[config.mk]
export PLATFORM = sky130hd
export DESIGN_NAME = cooperative_task_scheduler_top
export DESIGN_NICKNAME = d
export VERILOG_FILES = /design/src/hdl/cts_pkg.sv /design/src/hdl/cooperative_task_scheduler_top.sv /design/src/hdl/cts_ctrl.sv /design/src/hdl/cts_datapath.sv
export VERILOG_INCLUDE_DIRS = /design/src /design/src/hdl
export SDC_FILE = /design/constraint.sdc
export NUM_CORES = 1
export LEC_CHECK = 0
export ABC_AREA = 1
export BUFFER_PORTS_ARGS = -buffer_cell sky130_fd_sc_hd__buf_2
export CORE_MARGIN = 3
export CORE_UTILIZATION = 50
export DETAILED_ROUTE_END_ITERATION = 16
export PLACE_DENSITY = 0.66
export REMOVE_ABC_BUFFERS = 1
export SLEW_MARGIN = 5
export SYNTH_ARGS = -nofsm -noshare
export SYNTH_HDL_FRONTEND = slang
export SYNTH_HIERARCHICAL = 1
export SYNTH_SLANG_ARGS = --single-unit
[constraint.sdc]
create_clock -name clk_i -period 7.9 [get_ports clk_i]
set_input_delay 0.79 -clock clk_i [delete_from_list [all_inputs] [get_ports clk_i]]
set_output_delay 0.79 -clock clk_i [all_outputs]
set_load 0.1 [all_outputs]
[src/hdl/cooperative_task_scheduler_top_assert.svh]
// Assertion macros for the scheduler. Both sample on clk_i and are off while rst_ni is low.
`ifndef COOPERATIVE_TASK_SCHEDULER_TOP_ASSERT_SVH
`define COOPERATIVE_TASK_SCHEDULER_TOP_ASSERT_SVH

// The consequent must hold in the same cycle as the antecedent.
`define CTS_ASSERT_NOW(label, ante, cons, msg) \
  label: assert property (@(posedge clk_i) disable iff (!rst_ni) (ante) |-> (cons)) \
    else $error(msg);

// The consequent must hold in the cycle after the antecedent.
`define CTS_ASSERT_NEXT(label, ante, cons, msg) \
  label: assert property (@(posedge clk_i) disable iff (!rst_ni) (ante) |=> (cons)) \
    else $error(msg);

`endif

[src/hdl/cts_pkg.sv]
`timescale 1ns / 1ps
package cts_pkg;

  // Operation codes on the input beat.
  localparam logic [1:0] OP_ADD  = 2'd0;
  localparam logic [1:0] OP_DEL  = 2'd1;
  localparam logic [1:0] OP_TICK = 2'd2;
  localparam logic [1:0] OP_DISP = 2'd3;

  // Status codes on the output beat.
  localparam logic [2:0] ST_OK    = 3'd0;
  localparam logic [2:0] ST_FULL  = 3'd1;
  localparam logic [2:0] ST_EMPTY = 3'd2;
  localparam logic [2:0] ST_BAD   = 3'd3;
  localparam logic [2:0] ST_NONE  = 3'd4;

  // Latched error codes.
  localparam logic [1:0] ERR_NONE = 2'd0;
  localparam logic [1:0] ERR_FULL = 2'd1;
  localparam logic [1:0] ERR_DEL  = 2'd2;

  // Commands from the controller to the datapath.
  typedef struct packed {
    logic       load;
    logic       exec;
    logic       rd_en;
    logic       walk_fire;
    logic [1:0] op;
  } cts_cmd_t;

  // Status from the datapath to the controller.
  typedef struct packed {
    logic out_free;
    logic walk_emit;
    logic none_ready;
  } cts_sts_t;

endpackage

[src/hdl/cooperative_task_scheduler_top.sv]
`timescale 1ns / 1ps
// Channel  | Direction | Handshake               | Beat
// input    | in        | in_valid_i / in_stall_o | op, task_tag, first_delay, period, slot_index
// output   | out       | out_valid_o/out_stall_i | status, slot, run_tag, last_result, last_error
//
// Add, delete and a dispatch with nothing ready go through the exec state, which loads the
// output register once it is free. Tick and dispatch walk one slot a cycle, save where a beat
// waits for the output, through the single, registered read port of the slot memories.
// A stalled output pauses a dispatch walk at the next slot that has a run to report.
// Reset is asynchronous and marks every slot free; there is no clearing pass.
module cooperative_task_scheduler_top #(
  parameter int MAX_TASKS      = 8,
  parameter int RUN_COUNT_BITS = 8
) (
  input  logic        clk_i,
  input  logic        rst_ni,
  input  logic        in_valid_i,
  output logic        in_stall_o,
  input  logic [1:0]  op_i,
  input  logic [15:0] task_tag_i,
  input  logic [31:0] first_delay_i,
  input  logic [31:0] period_i,
  input  logic [5:0]  slot_index_i,
  output logic        out_valid_o,
  input  logic        out_stall_i,
  output logic [2:0]  status_o,
  output logic [6:0]  slot_o,
  output logic [15:0] run_tag_o,
  output logic        last_result_o,
  output logic [1:0]  last_error_o
);
  import cts_pkg::*;

  localparam int SlotW = (MAX_TASKS > 1) ? $clog2(MAX_TASKS) : 1;

  cts_cmd_t         cmd;
  cts_sts_t         sts;
  logic [SlotW-1:0] rd_idx;
  logic [SlotW-1:0] walk_idx;

  // Sequencer for operations and slot walks.
  cts_ctrl #(
    .MAX_TASKS (MAX_TASKS),
    .SLOT_W    (SlotW)
  ) u_ctrl (
    .clk_i      (clk_i),
    .rst_ni     (rst_ni),
    .in_valid_i (in_valid_i),
    .in_stall_o (in_stall_o),
    .op_i       (op_i),
    .sts_i      (sts),
    .cmd_o      (cmd),
    .rd_idx_o   (rd_idx),
    .walk_idx_o (walk_idx)
  );

  // Slot table, error latch and output register.
  cts_datapath #(
    .MAX_TASKS      (MAX_TASKS),
    .RUN_COUNT_BITS (RUN_COUNT_BITS),
    .SLOT_W         (SlotW)
  ) u_datapath (
    .clk_i         (clk_i),
    .rst_ni        (rst_ni),
    .cmd_i         (cmd),
    .rd_idx_i      (rd_idx),
    .walk_idx_i    (walk_idx),
    .sts_o         (sts),
    .task_tag_i    (task_tag_i),
    .first_delay_i (first_delay_i),
    .period_i      (period_i),
    .slot_index_i  (slot_index_i),
    .out_valid_o   (out_valid_o),
    .out_stall_i   (out_stall_i),
    .status_o      (status_o),
    .slot_o        (slot_o),
    .run_tag_o     (run_tag_o),
    .last_result_o (last_result_o),
    .last_error_o  (last_error_o)
  );

`include "cooperative_task_scheduler_top_assert.svh"

  // An accepted beat keeps the block busy for at least the next cycle.
  `CTS_ASSERT_NEXT(a_busy_after_accept, in_valid_i && !in_stall_o, in_stall_o, "accepted twice in a row")

  // A beat that reports nothing ready names no slot and ends the operation.
  `CTS_ASSERT_NOW(a_none_ready_form, out_valid_o && status_o == ST_NONE, slot_o == 7'(MAX_TASKS) && last_result_o, "bad nothing-ready beat")

  // Every beat with a status other than OK carries a zero tag and is final.
  `CTS_ASSERT_NOW(a_non_dispatch_form, out_valid_o && status_o != ST_OK, run_tag_o == 16'd0 && last_result_o, "bad error beat")

endmodule

[src/hdl/cts_ctrl.sv]
`timescale 1ns / 1ps
module cts_ctrl #(
  parameter int MAX_TASKS = 8,
  parameter int SLOT_W    = 3
) (
  input  logic              clk_i,
  input  logic              rst_ni,
  input  logic              in_valid_i,
  output logic              in_stall_o,
  input  logic [1:0]        op_i,
  input  cts_pkg::cts_sts_t sts_i,
  output cts_pkg::cts_cmd_t cmd_o,
  output logic [SLOT_W-1:0] rd_idx_o,
  output logic [SLOT_W-1:0] walk_idx_o
);
  import cts_pkg::*;

  localparam logic [1:0] S_IDLE = 2'd0;
  localparam logic [1:0] S_EXEC = 2'd1;
  localparam logic [1:0] S_WALK = 2'd2;
  localparam logic [SLOT_W-1:0] LastIdx = SLOT_W'(MAX_TASKS - 1);

  logic [1:0]        state_q, state_d;
  logic [1:0]        op_q, op_d;
  logic [SLOT_W-1:0] walk_q, walk_d;

  // Next-state and command decode.
  always_comb begin
    state_d    = state_q;
    op_d       = op_q;
    walk_d     = walk_q;
    cmd_o      = '0;
    cmd_o.op   = op_q;
    rd_idx_o   = '0;
    case (state_q)
      S_IDLE: begin
        if (in_valid_i) begin
          cmd_o.load = 1'b1;
          op_d       = op_i;
          if (op_i == OP_TICK || (op_i == OP_DISP && !sts_i.none_ready)) begin
            state_d     = S_WALK;
            walk_d      = '0;
            cmd_o.rd_en = 1'b1;
          end else begin
            state_d = S_EXEC;
          end
        end
      end
      S_EXEC: begin
        if (sts_i.out_free) begin
          cmd_o.exec = 1'b1;
          state_d    = S_IDLE;
        end
      end
      S_WALK: begin
        if (!sts_i.walk_emit || sts_i.out_free) begin
          cmd_o.walk_fire = 1'b1;
          if (walk_q == LastIdx) begin
            state_d = S_IDLE;
          end else begin
            walk_d      = walk_q + SLOT_W'(1);
            cmd_o.rd_en = 1'b1;
            rd_idx_o    = walk_q + SLOT_W'(1);
          end
        end
      end
      default: begin
        state_d = S_IDLE;
      end
    endcase
  end

  // Controller registers.
  always_ff @(posedge clk_i or negedge rst_ni) begin
    if (!rst_ni) begin
      state_q <= S_IDLE;
      op_q    <= OP_ADD;
      walk_q  <= '0;
    end else begin
      state_q <= state_d;
      op_q    <= op_d;
      walk_q  <= walk_d;
    end
  end

  assign in_stall_o = (state_q != S_IDLE);
  assign walk_idx_o = walk_q;

endmodule

[src/hdl/cts_datapath.sv]
`timescale 1ns / 1ps
module cts_datapath #(
  parameter int MAX_TASKS      = 8,
  parameter int RUN_COUNT_BITS = 8,
  parameter int SLOT_W         = 3
) (
  input  logic              clk_i,
  input  logic              rst_ni,
  input  cts_pkg::cts_cmd_t cmd_i,
  input  logic [SLOT_W-1:0] rd_idx_i,
  input  logic [SLOT_W-1:0] walk_idx_i,
  output cts_pkg::cts_sts_t sts_o,
  input  logic [15:0]       task_tag_i,
  input  logic [31:0]       first_delay_i,
  input  logic [31:0]       period_i,
  input  logic [5:0]        slot_index_i,
  output logic              out_valid_o,
  input  logic              out_stall_i,
  output logic [2:0]        status_o,
  output logic [6:0]        slot_o,
  output logic [15:0]       run_tag_o,
  output logic              last_result_o,
  output logic [1:0]        last_error_o
);
  import cts_pkg::*;

  localparam logic [SLOT_W-1:0]         LastIdx  = SLOT_W'(MAX_TASKS - 1);
  localparam logic [6:0]                SlotNone = 7'(MAX_TASKS);
  localparam logic [RUN_COUNT_BITS-1:0] RunMax   = '1;

  // Slot memories, one entry per task slot.
  logic [15:0]               tag_mem [MAX_TASKS];
  logic [31:0]               dly_mem [MAX_TASKS];
  logic [31:0]               per_mem [MAX_TASKS];
  logic [RUN_COUNT_BITS-1:0] run_mem [MAX_TASKS];

  logic [15:0]               rd_tag_q;
  logic [31:0]               rd_dly_q;
  logic [31:0]               rd_per_q;
  logic [RUN_COUNT_BITS-1:0] rd_run_q;

  // Occupancy, runs-pending flags and error latch.
  logic [MAX_TASKS-1:0] occ_q, occ_d;
  logic [MAX_TASKS-1:0] pnz_q, pnz_d;
  logic [1:0]           err_q, err_d;

  // Operands of the beat being worked on.
  logic [15:0] tag_q;
  logic [31:0] dly_q;
  logic [31:0] per_q;
  logic [5:0]  sidx_q;

  // Output register.
  logic        out_vld_q;
  logic [2:0]  o_status_q, o_status_d;
  logic [6:0]  o_slot_q, o_slot_d;
  logic [15:0] o_tag_q, o_tag_d;
  logic        o_last_q, o_last_d;
  logic        o_load;

  logic                      found;
  logic [SLOT_W-1:0]         free_idx;
  logic                      add_wr;
  logic                      live;
  logic [15:0]               w_tag;
  logic [31:0]               w_dly;
  logic [31:0]               w_per;
  logic [RUN_COUNT_BITS-1:0] w_run;
  logic [31:0]               dly_nx;
  logic [RUN_COUNT_BITS-1:0] run_nx;
  logic                      run_nz;
  logic                      later;
  logic                      is_tick;
  logic                      is_disp;

  // First free slot, lowest index wins.
  always_comb begin
    found    = 1'b0;
    free_idx = '0;
    for (int i = 0; i < MAX_TASKS; i++) begin
      if (!found && !occ_q[i]) begin
        found    = 1'b1;
        free_idx = SLOT_W'(i);
      end
    end
  end

  // Slot under the walk; a free slot reads as all zero.
  assign live  = occ_q[walk_idx_i];
  assign w_tag = live ? rd_tag_q : '0;
  assign w_dly = live ? rd_dly_q : '0;
  assign w_per = live ? rd_per_q : '0;
  assign w_run = live ? rd_run_q : '0;

  assign is_tick = (cmd_i.op == OP_TICK);
  assign is_disp = (cmd_i.op == OP_DISP);
  assign run_nz  = (w_run != '0);

  // Per-slot update for tick and dispatch.
  always_comb begin
    dly_nx = w_dly;
    run_nx = w_run;
    if (is_tick) begin
      if (w_dly == 32'd0) begin
        if (w_run != RunMax) begin
          run_nx = w_run + RUN_COUNT_BITS'(1);
        end
        if (w_per != 32'd0) begin
          dly_nx = w_per;
        end
      end else begin
        dly_nx = w_dly - 32'd1;
      end
    end else begin
      run_nx = w_run - RUN_COUNT_BITS'(1);
    end
  end

  // Any slot above the current one still has runs pending.
  always_comb begin
    later = 1'b0;
    for (int j = 0; j < MAX_TASKS; j++) begin
      if (SLOT_W'(j) > walk_idx_i && pnz_q[j]) begin
        later = 1'b1;
      end
    end
  end

  assign add_wr = cmd_i.exec && (cmd_i.op == OP_ADD) && (tag_q != 16'd0) && found;

  // Control updates and the next output beat.
  always_comb begin
    occ_d      = occ_q;
    pnz_d      = pnz_q;
    err_d      = err_q;
    o_load     = 1'b0;
    o_status_d = ST_OK;
    o_slot_d   = SlotNone;
    o_tag_d    = '0;
    o_last_d   = 1'b1;
    if (cmd_i.exec) begin
      o_load = 1'b1;
      case (cmd_i.op)
        OP_ADD: begin
          if (tag_q == 16'd0) begin
            o_status_d = ST_BAD;
          end else if (!found) begin
            err_d      = ERR_FULL;
            o_status_d = ST_FULL;
          end else begin
            occ_d[free_idx] = 1'b1;
            pnz_d[free_idx] = 1'b0;
            o_slot_d        = 7'(free_idx);
          end
        end
        OP_DEL: begin
          if ({1'b0, sidx_q} >= SlotNone) begin
            o_status_d = ST_BAD;
          end else begin
            if (!occ_q[sidx_q[SLOT_W-1:0]]) begin
              err_d      = ERR_DEL;
              o_status_d = ST_EMPTY;
            end
            occ_d[sidx_q[SLOT_W-1:0]] = 1'b0;
            pnz_d[sidx_q[SLOT_W-1:0]] = 1'b0;
          end
        end
        default: begin
          o_status_d = ST_NONE;
        end
      endcase
    end else if (cmd_i.walk_fire) begin
      if (is_tick) begin
        if (live && w_dly == 32'd0) begin
          pnz_d[walk_idx_i] = 1'b1;
        end
        if (walk_idx_i == LastIdx) begin
          o_load = 1'b1;
        end
      end else if (is_disp && run_nz) begin
        o_load            = 1'b1;
        o_slot_d          = 7'(walk_idx_i);
        o_tag_d           = w_tag;
        o_last_d          = !later;
        pnz_d[walk_idx_i] = (run_nx != '0) && (w_per != 32'd0);
        if (w_per == 32'd0) begin
          occ_d[walk_idx_i] = 1'b0;
        end
      end
    end
  end

  // Slot memories: one read and one write per cycle.
  always_ff @(posedge clk_i) begin
    if (cmd_i.rd_en) begin
      rd_tag_q <= tag_mem[rd_idx_i];
      rd_dly_q <= dly_mem[rd_idx_i];
      rd_per_q <= per_mem[rd_idx_i];
      rd_run_q <= run_mem[rd_idx_i];
    end
    if (add_wr) begin
      tag_mem[free_idx] <= tag_q;
      dly_mem[free_idx] <= dly_q;
      per_mem[free_idx] <= per_q;
      run_mem[free_idx] <= '0;
    end else if (cmd_i.walk_fire && live) begin
      if (is_tick) begin
        dly_mem[walk_idx_i] <= dly_nx;
        run_mem[walk_idx_i] <= run_nx;
      end else if (is_disp && run_nz) begin
        run_mem[walk_idx_i] <= run_nx;
      end
    end
  end

  // Operand and output payload registers.
  always_ff @(posedge clk_i) begin
    if (cmd_i.load) begin
      tag_q  <= task_tag_i;
      dly_q  <= first_delay_i;
      per_q  <= period_i;
      sidx_q <= slot_index_i;
    end
    if (o_load) begin
      o_status_q <= o_status_d;
      o_slot_q   <= o_slot_d;
      o_tag_q    <= o_tag_d;
      o_last_q   <= o_last_d;
    end
  end

  // Control registers.
  always_ff @(posedge clk_i or negedge rst_ni) begin
    if (!rst_ni) begin
      occ_q     <= '0;
      pnz_q     <= '0;
      err_q     <= ERR_NONE;
      out_vld_q <= 1'b0;
    end else begin
      occ_q <= occ_d;
      pnz_q <= pnz_d;
      err_q <= err_d;
      if (o_load) begin
        out_vld_q <= 1'b1;
      end else if (!out_stall_i) begin
        out_vld_q <= 1'b0;
      end
    end
  end

  assign sts_o.out_free   = !out_vld_q || !out_stall_i;
  assign sts_o.walk_emit  = is_tick ? (walk_idx_i == LastIdx) : run_nz;
  assign sts_o.none_ready = (pnz_q == '0);

  assign out_valid_o   = out_vld_q;
  assign status_o      = o_status_q;
  assign slot_o        = o_slot_q;
  assign run_tag_o     = o_tag_q;
  assign last_result_o = o_last_q;
  assign last_error_o  = err_q;

endmodule
==> results of run 1 <==
==> metal layers <==
metal | track usage, % | vias to the layer above | routed length (um)
met5 | 0 | - | 0
met4 | 8.13 | 0 | 2700
met3 | 3.06 | 174 | 6160
met2 | 39.5 | 970 | 46600
met1 | 32.1 | 12600 | 40600
li1 | - | 11700 | -
==> cell usage after synthesis (4+ instances only) <==
cell type / count
edfxtp_1: 902
nor2_1: 762
o21ai_0: 434
nand2_1: 260
inv_1: 150
clkbuf_1: 139
o22ai_1: 97
a31oi_1: 89
a21oi_1: 56
nand3_1: 55
nand2_2: 29
dfrtp_1: 26
inv_2: 20
nand4_1: 20
o21ai_1: 16
nor3_1: 15
o211ai_1: 13
buf_1: 11
buf_6: 10
nor2_4: 10
a21oi_2: 9
nor2_2: 9
nor4_1: 9
xor2_1: 9
buf_2: 8
o41ai_1: 7
buf_4: 6
ha_1: 6
o221ai_1: 6
clkinv_1: 4
nand3_2: 4
o41ai_2: 4
==> worst paths after layout <==
path / to / slack [ns] / depth (start not counted)
min: u_datapath/pnz_q[5] / 0.19 / 1
max reg2reg: u_datapath/rd_dly_q[20] / 2.25 / 20
min reg2reg: u_datapath/last_error_o[0] / 0.51 / 2
max: u_datapath/rd_dly_q[20] / 2.25 / 20
max in group asynchronous: u_ctrl/walk_idx_o[1] / 7.27 / 1
min in group clk_i: u_datapath/dly_q[2] / 0.30 / 1
==> sequential cells by signal (all words and copies together), names as in the netlist, 6 cells and up <==
signal and flops:
u_datapath/dly_mem 256, u_datapath/dly_q 32, u_datapath/occ_q 8, u_datapath/per_mem 256, u_datapath/per_q 32, u_datapath/pnz_q 8
u_datapath/rd_dly_q 32, u_datapath/rd_per_q 32, u_datapath/rd_run_q 8, u_datapath/rd_tag_q 16, u_datapath/run_mem 64, u_datapath/run_tag_o 16
u_datapath/sidx_q 6, u_datapath/tag_mem 128, u_datapath/tag_q 16
==> cells by family after synthesis <==
group	after synthesis	synth area share, %
mux	2	0.0552
xor+xnor	11	0.250
compound gates	755	11.1
flops	928	72.0
other cells	1	0.00974
fa+ha+maj	6	0.195
simple gates	1185	12.7
buf+inv	348	3.67
==> critical path: stages, from the launching register on <==
cell and delay, ns:
dfrtp_1 0.65, inv_2 0.21, nand4_1 0.14, nand2_1 0.09, nor2_4 0.11, nand2_4 0.28, nand2_1 0.28, ha_1 0.23
nand3_2 0.11, nor2_2 0.15, nand4_1 0.17, o21a_1 0.23, nand2_1 0.15, nand3b_4 0.15, nor2_4 0.18, buf_4 0.63
buf_4 0.87, o21ai_0 0.26, o22ai_1 0.22, nor2_1 0.07, a31oi_1 0.22
==> per-stage QoR <==
stage	hold WS, ns	power (uW)	utilization [%]	cells
global route	0.221	19600	56.9	4425
detailed placement	0.494	14000	52.7	4245
finish	0.191	18500	56.9	4425
floorplan	0.494	12000	-	3064
CTS	0.175	18600	56.9	4425
global placement	0.472	13800	52.7	4245
==> power groups by stage <==
stage          combinational, uW  clock (uW)  sequential, uW
2_1_floorplan               4700           0            7280
3_3_place_gp                6730           0            7110
3_5_place_dp                6890           0            7110
4_1_cts                     6920        4610            7020
5_1_grt                     7710        4830            7090
6_report                    6950        4530            7040
==> layout make-up <==
class | count | share of cell area (%)
clock inverters | 70 | 1.62
well taps | 1030 | 2.98
multi-input cells | 1962 | 22.0
inverters | 174 | 1.55
flip-flops and latches | 928 | 64.1
clock buffers | 110 | 5.77
repair buffers | 151 | 2.05
==> placed cells by master (no fill, tap or decap), types with 7 or more instances in the layout <==
master	synthesis	final
a21oi_1	56	56
a21oi_2	9	9
a31oi_1	89	89
buf_2	8	119
buf_4	6	28
bufinv_16	0	11
clkbuf_1	139	12
clkbuf_16	0	98
clkinv_1	4	29
clkinv_2	0	20
dfrtp_1	26	26
edfxtp_1	902	902
inv_1	150	148
inv_2	20	20
nand2_1	260	259
nand2_2	29	29
nand3_1	55	55
nand4_1	20	20
nor2_1	762	746
nor2_2	9	9
nor2_4	10	26
nor3_1	15	14
nor4_1	9	8
o211ai_1	13	13
o21ai_0	434	434
o21ai_1	16	16
o22ai_1	97	97
o41ai_1	7	7
xor2_1	9	9
==> run summary, run 1 <==
Final WS setup - 2.25 ns
GR Util All Layers - 23.6%
P&R area growth vs syn - 12.4%
PortBufs - 119
Critical Path AT - 6.12 ns
Die Span X - 284 um
clk_lat worst skew - 0.66 ns
r2r startpoint - u_ctrl/walk_idx_o[0]
Yosys cell types - 59
First DRT Iteration DRCs - 2,434
die area - 0.0804 mm^2
critical path fanouts, max - 91
f_max - 177 MHz
maximum buffer depth of the clock tree - 3
Primary FF master, synth - edfxtp_1
core box area - 0.0761 mm^2
Starting Density - 50.6%
nature of the critical path startpoint - flop
CTS tree - built
Die Ht - 284 um
Worst Tran Pin Value - 1.25 ns
Critical Path RT - 8.37 ns
total gr overflow - 0
H-tree depth - 3
postcts setup bufs - 0
Setup Skew - 0.0499 ns
clock buffer count from CTS - 97
Setup TNS - 0 ns
# DRC - 0
I/O pin count - 123
Final ANT Viol Nets - 0
minimum clock period after layout - 5.65 ns
WL/cell - 21.7 um
Synth top area share - 70.3%
fill cell count - 6,181
Synth async-reset ratio - 2.80%
maxcap violations - 0
Fin. Hold Viols - 0
Ys Warns - 6
mean area per synthesized cell - 11.9 um^2
Final HPWL DP - 54,000 um
normalized max-slew margin - 16.4%
number of synthesized flops with an enable pin - 902
share of the yosys chip area belonging to registers - 72.0%
pwr dens - 428 mW/mm^2
number of diodes - 0
status - complete, no violations
Root Driver - clkbuf_16
internal power - 11,000 uW
switch share - 40.4%
Yosys reg bits - 928
Final Net Count - 3,412
Reg area - 0.0277 mm^2
Post-CTS Hold Fix Bufs - 0
GP Congestion - 0.942
via count - 25.4k
Worst VDD drop - 0.359 mV
antenna violations before repair - 0
CTS sink cnt - 928
drt first pass iters - 8
cell taking the most area after synthesis - edfxtp_1
Setup-failing EPs final - 0
dpl ws - 2.43 ns
Mapped Area - 0.0385 mm^2
Combinational Power Share - 37.5%
Cell Area, Placed - 0.0401 mm^2
worst min path class - in -> async
Pins Over Slew Limit - 0
number of global-route vias before repair - 25.0k
Setup CP Type - reg -> reg
Routed WL - 96,100 um
fin area - 0.0433 mm^2
clock share of power - 24.5%
crit path capture type - flop
Net Sw Power - 7490 uW
Multi-input gate area - 0.00951 mm^2
layout cells sized above 1 - 12.3%
final critical-path share of the clock period - 71.5%
synthesized instance count - 3,236
RSZ-0062 raised after global routing - false
CTS-repair resized insts - 0
Seq pwr share - 38.0%
first-pass GRT wire length - 147,000 um
DR vias/cell - 5.75
largest net degree at the start of global routing - 214
synth top area cells - edfxtp_1 (70%), nor2_1 (7.4%), o21ai_0 (5.6%), nand2_1 (2.5%), dfrtp_1 (1.7%)
Crit. Startpoint - u_ctrl/walk_idx_o[0]
row count - 101
leak pwr - 0.0152 uW
clock-pin transition on the worst setup and hold timing paths - 0.06 ns
Power figures use the tool's default switching activity.
==> inputs of run 2 (changes only) <==
Settings changed: PLACE_DENSITY 0.66 to 0.69.
Clock period 7.9 ns to 5.1 ns, I/O delays scaled along.
==> run summary, run 2 (same netlist as run 1, synthesis figures left out) <==
# DRC - 0
pwr dens - 648 mW/mm^2
Power, Total - 28,600 uW
Root Driver - clkbuf_16
critical path fanouts, max - 32
commonest non-fill, non-tap cell in the layout - edfxtp_1
clock buffer count from CTS - 95
Net Sw Power - 11,500 uW
Final Net Count - 3,495
normalized max-slew margin - 29.6%
Routed WL - 90,400 um
Setup-failing EPs final - 0
minimum clock period after layout - 4.63 ns
total gr overflow - 0
Final HPWL DP - 51,000 um
placed instance count - 4,272
H-tree depth - 3
GP Congestion - 0.935
Critical Path AT - 4.88 ns
crit path capture type - flop
antenna violations before repair - 0
met2 GRT Util - 35.7%
GR Util All Layers - 22.2%
clock share of power - 23.6%
Setup CP Type - reg -> reg
leak pwr - 0.0155 uW
internal power - 17,100 uW
Setup Skew - 0.0472 ns
PortBufs - 119
Worst Tran Pin Value - 1.06 ns
CTS-repair resized insts - 0
Seq pwr share - 38.1%
largest net degree at the start of global routing - 120
P&R area growth vs syn - 14.5%
clock-pin transition on the worst setup and hold timing paths - 0.06 ns
clk_lat worst skew - 0.66 ns
via count - 25.3k
Combinational Power Share - 38.3%
GRT busiest layer - met2
Starting Density - 50.6%
maxcap violations - 0
Fin. Hold Viols - 0
fill cell count - 6,060
routing usage on met3 - 2.96%
row count - 101
postcts setup bufs - 0
grt met1 use - 31.5%
CTS tree - built
maximum buffer depth of the clock tree - 3
number of diodes - 0
switch share - 40.1%
Regs by FF count - u_datapath/dly_mem x256, u_datapath/per_mem x256, u_datapath/tag_mem x128
WL/cell - 20.1 um
fin area - 0.0441 mm^2
Die Ht - 284 um
status - complete, no violations
nature of the critical path startpoint - flop
non-filler cells, final - 4,500
final critical-path share of the clock period - 90.8%
Pins Over Slew Limit - 0
number of global-route vias before repair - 24.0k
drt first pass iters - 8
DR vias/cell - 5.61
most frequent cells in the layout - edfxtp_1 (902), nor2_1 (746), o21ai_0 (434)
die area - 0.0804 mm^2
Worst VDD drop - 0.808 mV
worst min path class - in -> reg
Final ANT Viol Nets - 0
Post-CTS Hold Fix Bufs - 58
I/O pin count - 123
layout cells sized above 1 - 12.6%
Critical Path RT - 5.35 ns
First DRT Iteration DRCs - 2,491
core box area - 0.0761 mm^2
f_max - 216 MHz
Die Span X - 284 um
Cell Area, Placed - 0.0405 mm^2
RSZ-0062 raised after global routing - false
first-pass GRT wire length - 140,000 um
CTS sink cnt - 928
-- run 2: changes by cell type in the layout (fill, tap and decap cells not counted), sizes merged --
cell,change
buf,+27
bufinv,-3
clkinvlp,-2
clkinv,-17
inv,+2
clkbuf,+10
dlygate4sd3,+58
-- run 2: cell type report --
cell class,instances,area [um^2],area share [%]
clock buffers,120,2500,5.67
clock inverters,50,544,1.23
inverters,174,676,1.53
multi-input cells,1962,9510,21.6
flip-flops and latches,928,27700,62.9
well taps,1030,1290,2.92
repair buffers,236,1860,4.21
-- run 2: metal layers --
metal,vias to the layer above,part of all wire (%)
met3,155,6.7
met1,12300,43
li1,11900,-
met4,0,2.9
met2,959,47
met5,-,0
-- run 2: worst paths after layout --
kind	start	to	slack, ns	depth (start not counted)
worst max-delay path	u_ctrl/walk_idx_o[0]	u_datapath/dly_mem[6][30]	0.47	23
worst min-delay path	first_delay_i[11]	u_datapath/dly_q[11]	0.03	1
worst max register to register	u_ctrl/walk_idx_o[0]	u_datapath/dly_mem[6][30]	0.47	23
worst min register to register	u_datapath/last_error_o[0]	u_datapath/last_error_o[0]	0.48	2
max in group asynchronous	rst_ni	u_ctrl/state_q[0]	4.21	2
min in group asynchronous	rst_ni	u_datapath/occ_q[0]	0.44	2
-- run 2: worst max-delay path, stage by stage, from the launching register on --
cell	delay [ns]
dfrtp_1	0.63
inv_2	0.20
nand4_1	0.13
nand2_1	0.10
nor2_4	0.12
nand2_4	0.15
nand2_1	0.20
ha_1	0.23
nand3_2	0.11
nor2_2	0.14
nand4_1	0.14
o21a_1	0.21
inv_1	0.05
nor2_1	0.04
nor2_1	0.19
nand2_1	0.14
nor2_4	0.10
inv_1	0.11
o21ai_0	0.09
o21ai_0	0.12
inv_1	0.07
nand2_1	0.22
nor2_4	0.17
buf_4	0.53
-- run 2: through the flow --
step	setup slack [ns]	TNS, ns	utilization, %	hold WS (ns)
6_report	0.468	0	58.0	0.0270
5_1_grt	0.0798	0	58.0	0.00508
4_1_cts	0.488	0	58.0	0.000338
3_5_place_dp	0.528	0	53.2	0.473
3_3_place_gp	0.644	0	53.2	0.472
2_1_floorplan	-8.46	-1835.52	-	0.214
-- run 2: power by group through the flow --
stage | clock network (uW) | registers (uW) | logic [uW]
3_3_place_gp | 0 | 11000 | 10700
3_5_place_dp | 0 | 11000 | 10800
6_report | 6740 | 10900 | 11000
5_1_grt | 7180 | 11000 | 12200
2_1_floorplan | 0 | 11300 | 7270
4_1_cts | 6850 | 10900 | 10900
